**src/rtl/core/fircv_pkg.sv**
```systemverilog
// ----------------------------------------------------------------------------
// fircv_pkg
// Types and constants shared by the FIR convolution unit: sizes of the
// coefficient store and delay line, accumulator width, codes and states.
// ----------------------------------------------------------------------------
package fircv_pkg;

    localparam int MAX_TAPS    = 32;
    localparam int SAMPLE_BITS = 16;

    localparam int FRAC_BITS = SAMPLE_BITS - 1;
    localparam int TAP_IDX_W = $clog2(MAX_TAPS);
    localparam int TAP_CNT_W = $clog2(MAX_TAPS + 1);
    localparam int ACC_W     = 2 * SAMPLE_BITS + $clog2(MAX_TAPS);

    localparam int COEF_IDX_W = 5;
    localparam int TAP_CFG_W  = 6;
    localparam int APB_ADDR_W = 3;
    localparam int APB_DATA_W = 32;

    localparam logic [0:0]           REG_TAP_COUNT   = 1'b0;
    localparam logic [TAP_CFG_W-1:0] TAP_COUNT_RESET = TAP_CFG_W'(32);

    localparam logic signed [ACC_W-1:0] RND_HALF = ACC_W'(1) <<< (FRAC_BITS - 1);
    localparam logic signed [ACC_W-1:0] SMP_MAX  = (ACC_W'(1) <<< (SAMPLE_BITS - 1)) - ACC_W'(1);
    localparam logic signed [ACC_W-1:0] SMP_MIN  = -(ACC_W'(1) <<< (SAMPLE_BITS - 1));

    typedef enum logic [0:0] {
        FUNC_LOAD_COEF   = 1'b0,
        FUNC_PUSH_SAMPLE = 1'b1
    } t_func;

    typedef enum logic [1:0] {
        S_IDLE,
        S_MAC,
        S_EMIT
    } t_state;

endpackage

```
**src/rtl/core/fir_convolution_with_tails_unit.sv**
```systemverilog
// ----------------------------------------------------------------------------
// fir_convolution_with_tails_unit
// Direct-form FIR convolution with one shared multiply-accumulate unit.
// ----------------------------------------------------------------------------
// A coefficient load beat gives no result and does not stall the input. A
// sample beat produces one output: tap_count (clamped to 1..MAX_TAPS) taps
// are multiply-accumulated in S_MAC, then S_EMIT rounds the sum and
// presents it once the output register is free. A sample marked last also
// produces taps-in-use minus one tail outputs, each with its own S_MAC and
// S_EMIT pass, and the last output of the stream carries o_last.
// The single multiplier and accumulator set the rate: one tap per cycle.
// Outputs are Q1.15, rounded half up and saturated, with o_saturated flagging
// a clipped value. The input stalls while a sample is in work; a finished
// output waits in its output register while the next beat is accepted.
// ----------------------------------------------------------------------------
module fir_convolution_with_tails_unit
    import fircv_pkg::*;
(
    input  logic                          i_clk,
    input  logic                          i_rst_n,

    input  logic                          psel,
    input  logic                          penable,
    input  logic                          pwrite,
    input  logic [APB_ADDR_W-1:0]         paddr,
    input  logic [APB_DATA_W-1:0]         pwdata,
    output logic [APB_DATA_W-1:0]         prdata,
    output logic                          pready,

    input  logic                          i_valid,
    output logic                          o_stall,
    input  logic                          i_func,
    input  logic [COEF_IDX_W-1:0]         i_coef_index,
    input  logic signed [SAMPLE_BITS-1:0] i_value,
    input  logic                          i_last_sample,

    output logic                          o_valid,
    input  logic                          i_stall,
    output logic signed [SAMPLE_BITS-1:0] o_out_sample,
    output logic                          o_last,
    output logic                          o_saturated
);

    t_state                        r_state, n_state;
    logic [TAP_CFG_W-1:0]          r_tap_count;
    logic signed [SAMPLE_BITS-1:0] r_coef [MAX_TAPS];
    logic signed [SAMPLE_BITS-1:0] n_coef [MAX_TAPS];
    logic signed [SAMPLE_BITS-1:0] r_line [MAX_TAPS];
    logic signed [SAMPLE_BITS-1:0] n_line [MAX_TAPS];
    logic signed [ACC_W-1:0]       r_acc, n_acc;
    logic [TAP_IDX_W-1:0]          r_j, n_j;
    logic [TAP_CNT_W-1:0]          r_taps, n_taps;
    logic [TAP_CNT_W-1:0]          r_tail, n_tail;
    logic                          r_last_in, n_last_in;
    logic                          r_ovalid, n_ovalid;
    logic signed [SAMPLE_BITS-1:0] r_osample, n_osample;
    logic                          r_olast, n_olast;
    logic                          r_osat, n_osat;

    logic                          in_fire;
    logic                          out_free;
    logic                          cfg_wr;
    logic [TAP_CNT_W-1:0]          taps_use;
    logic signed [2*SAMPLE_BITS-1:0] prod;
    logic signed [ACC_W-1:0]       rnd;
    logic signed [ACC_W-1:0]       shf;

    assign pready = 1'b1;
    assign cfg_wr = psel && penable && pwrite && pready
                    && (paddr[2:2] == REG_TAP_COUNT);
    assign prdata = (paddr[2:2] == REG_TAP_COUNT)
                    ? APB_DATA_W'(r_tap_count) : '0;

    always_ff @(posedge i_clk) begin
        if (!i_rst_n) begin
            r_tap_count <= TAP_COUNT_RESET;
        end else if (cfg_wr) begin
            r_tap_count <= pwdata[TAP_CFG_W-1:0];
        end
    end

    always_comb begin
        if (r_tap_count == '0) begin
            taps_use = TAP_CNT_W'(1);
        end else if (int'(r_tap_count) > MAX_TAPS) begin
            taps_use = TAP_CNT_W'(MAX_TAPS);
        end else begin
            taps_use = TAP_CNT_W'(r_tap_count);
        end
    end

    assign o_stall  = (r_state != S_IDLE);
    assign in_fire  = i_valid && !o_stall;
    assign out_free = !r_ovalid || !i_stall;
    assign prod     = r_coef[r_j] * r_line[r_j];
    assign rnd      = r_acc + RND_HALF;
    assign shf      = rnd >>> FRAC_BITS;

    always_comb begin
        n_state   = r_state;
        n_coef    = r_coef;
        n_line    = r_line;
        n_acc     = r_acc;
        n_j       = r_j;
        n_taps    = r_taps;
        n_tail    = r_tail;
        n_last_in = r_last_in;
        n_ovalid  = r_ovalid;
        n_osample = r_osample;
        n_olast   = r_olast;
        n_osat    = r_osat;

        if (r_ovalid && !i_stall) begin
            n_ovalid = 1'b0;
        end

        unique case (r_state)
            S_IDLE: begin
                if (in_fire) begin
                    if (i_func == FUNC_LOAD_COEF) begin
                        if (int'(i_coef_index) < MAX_TAPS) begin
                            n_coef[TAP_IDX_W'(i_coef_index)] = i_value;
                        end
                    end else begin
                        for (int k = MAX_TAPS - 1; k > 0; k--) begin
                            n_line[k] = r_line[k-1];
                        end
                        n_line[0] = i_value;
                        n_taps    = taps_use;
                        n_tail    = i_last_sample ? (taps_use - TAP_CNT_W'(1)) : '0;
                        n_last_in = i_last_sample;
                        n_j       = '0;
                        n_acc     = '0;
                        n_state   = S_MAC;
                    end
                end
            end
            S_MAC: begin
                n_acc = r_acc + ACC_W'(prod);
                if (TAP_CNT_W'(r_j) == r_taps - TAP_CNT_W'(1)) begin
                    n_state = S_EMIT;
                end else begin
                    n_j = r_j + TAP_IDX_W'(1);
                end
            end
            S_EMIT: begin
                if (out_free) begin
                    n_ovalid = 1'b1;
                    n_olast  = r_last_in && (r_tail == '0);
                    if (shf > SMP_MAX) begin
                        n_osample = SMP_MAX[SAMPLE_BITS-1:0];
                        n_osat    = 1'b1;
                    end else if (shf < SMP_MIN) begin
                        n_osample = SMP_MIN[SAMPLE_BITS-1:0];
                        n_osat    = 1'b1;
                    end else begin
                        n_osample = shf[SAMPLE_BITS-1:0];
                        n_osat    = 1'b0;
                    end
                    if (r_tail != '0) begin
                        for (int k = MAX_TAPS - 1; k > 0; k--) begin
                            n_line[k] = r_line[k-1];
                        end
                        n_line[0] = '0;
                        n_tail    = r_tail - TAP_CNT_W'(1);
                        n_j       = '0;
                        n_acc     = '0;
                        n_state   = S_MAC;
                    end else begin
                        if (r_last_in) begin
                            for (int k = 0; k < MAX_TAPS; k++) begin
                                n_line[k] = '0;
                            end
                        end
                        n_state = S_IDLE;
                    end
                end
            end
            default: begin
                n_state = S_IDLE;
            end
        endcase
    end

    always_ff @(posedge i_clk) begin
        if (!i_rst_n) begin
            r_state  <= S_IDLE;
            r_ovalid <= 1'b0;
            r_j      <= '0;
            r_taps   <= TAP_CNT_W'(1);
            r_tail   <= '0;
            for (int k = 0; k < MAX_TAPS; k++) begin
                r_coef[k] <= '0;
                r_line[k] <= '0;
            end
        end else begin
            r_state  <= n_state;
            r_ovalid <= n_ovalid;
            r_j      <= n_j;
            r_taps   <= n_taps;
            r_tail   <= n_tail;
            r_coef   <= n_coef;
            r_line   <= n_line;
        end
    end

    always_ff @(posedge i_clk) begin
        r_acc     <= n_acc;
        r_last_in <= n_last_in;
        r_osample <= n_osample;
        r_olast   <= n_olast;
        r_osat    <= n_osat;
    end

    assign o_valid      = r_ovalid;
    assign o_out_sample = r_osample;
    assign o_last       = r_olast;
    assign o_saturated  = r_osat;

`ifndef SYNTHESIS
    a_tap_in_range: assert property (@(posedge i_clk) disable iff (!i_rst_n)
        (r_state == S_MAC) |-> (TAP_CNT_W'(r_j) < r_taps))
        else $error("MAC tap index beyond the taps in use");

    a_tail_in_range: assert property (@(posedge i_clk) disable iff (!i_rst_n)
        (r_state != S_IDLE) |-> (r_tail < r_taps))
        else $error("tail count exceeds taps in use minus one");

    a_sample_starts_mac: assert property (@(posedge i_clk) disable iff (!i_rst_n)
        (in_fire && (i_func == FUNC_PUSH_SAMPLE)) |=> (r_state == S_MAC))
        else $error("accepted sample beat did not start accumulation");

    a_emit_holds: assert property (@(posedge i_clk) disable iff (!i_rst_n)
        ((r_state == S_EMIT) && r_ovalid && i_stall) |=> (r_state == S_EMIT))
        else $error("result left emit while output register was full");
`endif

endmodule

```
**config.mk**
```make
export PLATFORM = sky130hd
export DESIGN_NAME = fir_convolution_with_tails_unit
export DESIGN_NICKNAME = d
export VERILOG_FILES = /design/src/rtl/core/fircv_pkg.sv /design/src/rtl/core/fir_convolution_with_tails_unit.sv
export SDC_FILE = /design/constraint.sdc
export NUM_CORES = 2
export LEC_CHECK = 0
export ABC_CLOCK_PERIOD_IN_PS = 23500
export BUFFER_PORTS_ARGS = -buffer_cell sky130_fd_sc_hd__buf_2
export CAP_MARGIN = 20
export CORE_AREA = 2 2 422 424
export DETAILED_ROUTE_END_ITERATION = 8
export DIE_AREA = 0 0 424 426
export PLACE_DENSITY = 0.57
export SLEW_MARGIN = 10
export SYNTH_ARGS = -nofsm -noshare
export SYNTH_HDL_FRONTEND = slang
export SYNTH_SLANG_ARGS = --single-unit
```
**constraint.sdc**
```tcl
create_clock -name i_clk -period 23.5 [get_ports i_clk]
set_input_delay 7.05 -clock i_clk [delete_from_list [all_inputs] [get_ports i_clk]]
set_output_delay 7.05 -clock i_clk [all_outputs]
set_load 0.02 [all_outputs]
```
Word level (Yosys, flattened, before mapping)
Index checks and enable logic that the tools add are counted.
{ "op_classes": {"n_eq_ne": 10, "muxes": 46, "add_sub_neg": 6, "n_reduce_logical": 26, "order_cmp": 6, "bitwise": 4, "multipliers": 1} }
{ "op_table": {"columns": ["operator", "n"], "rows": [
  ["$mux W512", 5],
  ["$pmux W512 S2", 1],
  ["$bwmux W512", 1],
  ["$bmux W16 S5", 2],
  ["$mux W37", 4],
  ["$pmux W37 S3", 1],
  ["$mux W16", 6],
  ["$demux W16 S5", 1],
  ["$mux W6", 8],
  ["$add A37 B16 Y37 const B", 1],
  ["$add A37 B32 Y37", 1],
  ["$mul A16 B16 Y32", 1],
  ["$mux W5", 5],
  ["$gt A22 B16 Y1 const B", 1],
  ["$lt A22 B16 Y1 const B", 1],
  ["$sub A6 B1 Y6 const B", 3],
  ["$pmux W5 S3", 1],
  ["$reduce_and A5 Y1", 3],
  ["$ge A6 B6 Y1 const B", 2],
  ["$logic_not A6 Y1", 2],
  ["$ne A2 B2 Y1 const B", 6],
  ["$not A5 Y6", 2],
  ["$pmux W6 S2", 1],
  ["$mux W2", 4],
  ["other kinds (21)", 36]
]} }
{ "word_totals": {"word_cells": 174, "inputBits": 65, "register_bits": 1106, "out_inout_bits": 53} }

Longest topological paths before layout
{ "depth": {"ltp_word": 8, "mapped_depth": 31} }

Worst setup path after synthesis
OpenSTA, ideal clock, no wires.
{ "synth_timing": {"path_type": "input-to-output", "start": "in paddr[2]", "end": "out prdata[0]", "arrival_ns": 7.354, "slack_ns": 9.096, "cell_stages": 1, "t_required_ns": 16.450, "path_buffers": 0, "cell_sequence": "nor2b_1"} }
{ "synth_between": {"elab_chain_len": 1} }
{ "synth_lines": {"columns": ["item", "line_no", "rtl"], "rows": [
  ["start, declared", "fir_convolution_with_tails_unit.sv:25", "input logic [APB_ADDR_W-1:0] paddr,"],
  ["$mux W6", "fir_convolution_with_tails_unit.sv:72", "? APB_DATA_W'(r_tap_count) : '0;"],
  ["end, declared", "fir_convolution_with_tails_unit.sv:27", "output logic [APB_DATA_W-1:0] prdata,"]
]} }
Every way passes these cells.

Worst setup path in the final report
{ "layout_timing": {"start": "in paddr[2]", "end": "out prdata[5]"} }
The elaborated chain is that of the path after synthesis.

==> flow_summary.toml <==
[status]
status = "finished clean"

[setup_path]
path_delay_family = "buffers and inverters"
reg2regPathDepth = 28
worst-setup-path-type = "input port to primary output"
critPathCaptureType = "primary output"
worst-path-buf-inv = 2
crit_fanout = 7
timing.critical_path.arrival_ps = 7480
worstPathRequired_ps = 16450
crit_path_frequent_cell = "sky130_fd_sc_hd__buf_2"
cp_cell_sequence = "buf_2 > nor2b_1 > buf_2"
regToRegEndpoint = "r_acc[34]"
r2r_slack_ps = 13360
reg2reg_from = "r_j[0]"
cpMaxStageDelayCell = "sky130_fd_sc_hd__buf_2"
critPathLaunchType = "input port"
critical_path.max_stage_delay_ps = 170

[synthesis]
ys_ff_latch = 1106
netlist_instances = 6263
synthFlopType = "sky130_fd_sc_hd__dfxtp_1"
synth-seq-area-share_pct = 37.1
ys_types = 66
syn_area_per_cell_um2 = 9.77
synth-edff-count = 56
yosys_warnings = 0
async_flop_share_pct = 0
syn_area_um2 = 61200

[floorplan]
design.portCount = 118
die_width_um = 424
start_util_pct = 34.8
core_um2 = 176000
die_y_um = 426
placementRows = 154
die-area_um2 = 181000

[power]
overall_power_mw = 4.20
power.density_nw_per_um2 = 62.9
ir_drop_worst_vdd_uv = 58.6
p_leak_nw = 22.8

[finish]
layout_common_cells = "sky130_fd_sc_hd__nand2_1, sky130_fd_sc_hd__dfxtp_1, sky130_fd_sc_hd__a21boi_0"
nets = 6521
areaGrowthSynthToFinish_pct = 9.15
leading_cell_type_in_the_layout_fill_and_taps_excluded = "sky130_fd_sc_hd__nand2_1"
post_route_core_utilization_pct = 38.0
drive_gt1_share_pct = 11.6

[grt]
grt_antenna_before_repair = 12
first_global_vias = 43400
largest_net_degree_at_the_start_of_global_routing = 230
global_route_wire_length_before_repair_um = 252000
track_usage_pct = 17.6
total_gr_overflow = 0

[timing]
setup_ws_ps = 8970
count_of_final_hold_check_violations = 0
fin_tns_setup_ps = 0
skew_ps = 53.7
slew-limit-headroom_pct = 23.9
post-route-period-util_pct = 61.8
min_period_ps = 14530
tightestPinTransition_ps = 1140
setup_repair_after_global_routing_missed_its_margin = "no"
timing.final.max_slew_violations = 0
highest_clock_frequency_the_design_can_meet_mhz = 68.8
report.final.setup_viol = 0

[clock_tree]
post-cts-setup-buffer-count = 0
cts_made_buffers = 114
cts_resized = 0
cts_hold_fix_bufs = 0
insertion_delay_ps = 740
path_clk_slew_ps = 60
clock_tree.root_cell = "sky130_fd_sc_hd__clkbuf_16"
cts_max_path_buffers = 3
tritoncts = "done"
clock_sinks = 1106
ctsHtreeMaxLevel = 3

[routing]
drcViolationCount = 0
finalWirelength_um = 160000
detail_route.vias_per_cell = 5.21
initialDrtViolationCount = 3384
antenna_left = 0
avgRoutedWirePerCell_um = 19.0
number_of_vias_after_detailed_routing = 44100
drt_pass1_iterations = 6

[worst_hold_path]
min_delay_path_depth = 2
whs_endpoint = "r_coef[17]"
hp-class = "register to register"
hold_path_startpoint = "r_coef[17]"

[place]
pre_cts_setup_slack_ps = 8970
port_buffers = 62
finalWeightedCongestion = 0.799
dp.final_hpwl_um = 100000

[flow_run]
drv.max_cap_violation_count = 0
## cell usage after synthesis (6+ instances only)
cell / n / area, um2
sky130_fd_sc_hd__nand4_1: 12 / 75.1
sky130_fd_sc_hd__buf_2: 93 / 465
sky130_fd_sc_hd__a22oi_1: 425 / 3190
sky130_fd_sc_hd__buf_6: 15 / 169
sky130_fd_sc_hd__nand2_1: 1270 / 4770
sky130_fd_sc_hd__o21a_1: 6 / 45.0
sky130_fd_sc_hd__a21oi_1: 45 / 225
sky130_fd_sc_hd__nand2b_1: 48 / 300
sky130_fd_sc_hd__and3_1: 12 / 75.1
sky130_fd_sc_hd__xnor2_1: 25 / 219
sky130_fd_sc_hd__or3_1: 15 / 93.8
sky130_fd_sc_hd__and2_1: 20 / 125
sky130_fd_sc_hd__nor3b_1: 9 / 67.6
sky130_fd_sc_hd__dfxtp_1: 1050 / 21000
sky130_fd_sc_hd__a21boi_0: 614 / 4610
sky130_fd_sc_hd__xor2_1: 26 / 228
sky130_fd_sc_hd__edfxtp_1: 56 / 1680
sky130_fd_sc_hd__or2_2: 20 / 125
sky130_fd_sc_hd__a31oi_1: 8 / 50.1
sky130_fd_sc_hd__nor2b_1: 452 / 2830
sky130_fd_sc_hd__inv_1: 343 / 1290
sky130_fd_sc_hd__inv_2: 8 / 30.0
sky130_fd_sc_hd__fa_1: 318 / 6370
sky130_fd_sc_hd__mux2i_1: 33 / 330
sky130_fd_sc_hd__mux2i_2: 14 / 193
sky130_fd_sc_hd__ha_1: 114 / 1430
sky130_fd_sc_hd__nor2_1: 226 / 848
sky130_fd_sc_hd__buf_1: 17 / 63.8
sky130_fd_sc_hd__o21ai_0: 47 / 235
sky130_fd_sc_hd__buf_4: 53 / 398
sky130_fd_sc_hd__nor3_1: 16 / 80.1
sky130_fd_sc_hd__mux4_2: 308 / 6940
sky130_fd_sc_hd__clkbuf_1: 343 / 1290
sky130_fd_sc_hd__mux2_2: 11 / 124
sky130_fd_sc_hd__nand3_1: 120 / 601
## sequential cells by signal (all words and copies together), names as in the netlist, 5 cells and up
signal        cells
r_coef          512
r_acc            37
r_j               5
r_tail            6
r_line          512
o_out_sample     16
r_taps            6
r_tap_count       6
## cell type report
cell class                 count  area (um2)
fill                       17400      109000
multi-input combinational   4310       34900
sequential                  1106       22700
clock buffer                 177        3490
tap                         2340        2930
inverter                     351        1320
timing repair buffer         141         951
clock inverter                35         430
antenna                        7        17.5
## metrics by stage
stage / hold WS (ps) / instance area, um2 / instances
2_1_floorplan: 438 / 61300 / 6288
3_3_place_gp: 449 / 62800 / 8248
3_5_place_dp: 456 / 62800 / 8248
4_1_cts: 465 / 66800 / 8460
5_1_grt: 482 / 66800 / 8462
6_report: 462 / 66800 / 8467
## worst min-delay path, stage by stage (launching register included)
cell and delay (ps):
sky130_fd_sc_hd__dfxtp_1 300, sky130_fd_sc_hd__nand2_1 50, sky130_fd_sc_hd__a21boi_0 60
## power breakdown
| part | switching (mW) | total, mW | leakage (nW) | internal [mW] |
|---|---|---|---|---|
| clock | 0.794 | 1.90 | 1.94 | 1.11 |
| combinational | 0.248 | 0.374 | 11.8 | 0.125 |
| sequential | 0.0197 | 1.93 | 9.00 | 1.91 |
| total | 1.06 | 4.20 | 22.8 | 3.14 |
## logic make-up (layout without fill, tap and decap cells)
| logic type | count (synthesis) | count (layout) | synth area share (%) |
|---|---|---|---|
| DFF | 1106 | 1106 | 37.1 |
| other | 2 | 34 | 0.0123 |
| adders and majority gates | 432 | 432 | 12.7 |
| buffers and inverters | 872 | 704 | 6.05 |
| muxes | 370 | 370 | 12.5 |
| and+or+nand+nor | 2241 | 2241 | 16.6 |
| AOI/OAI and AO/OA | 1189 | 1189 | 14.2 |
| xor gates and xnor gates | 51 | 51 | 0.730 |
## worst max path at each step
| stage | start | endpoint | slack, ps | cells past startpoint |
|---|---|---|---|---|
| 4_1_cts | paddr[2] | prdata[5] | 8970 | 3 |
| 2_1_floorplan | paddr[2] | prdata[0] | 9100 | 1 |
| 3_5_place_dp | paddr[2] | prdata[5] | 8970 | 3 |
| 3_3_place_gp | paddr[2] | prdata[5] | 8990 | 3 |
| 6_report | paddr[2] | prdata[5] | 8970 | 3 |
| 5_1_grt | paddr[2] | prdata[4] | 8930 | 3 |
## layer usage
metal  vias to the layer above  share of wire [%]  track usage [%]
met2                       994                 45             27.6
met3                       231                5.8             3.40
met1                     22200                 46             24.5
met5                         -              0.014                0
li1                      20700                  -                -
met4                         4                2.7             5.12
No activity file was read; power rests on OpenSTA's default activity.
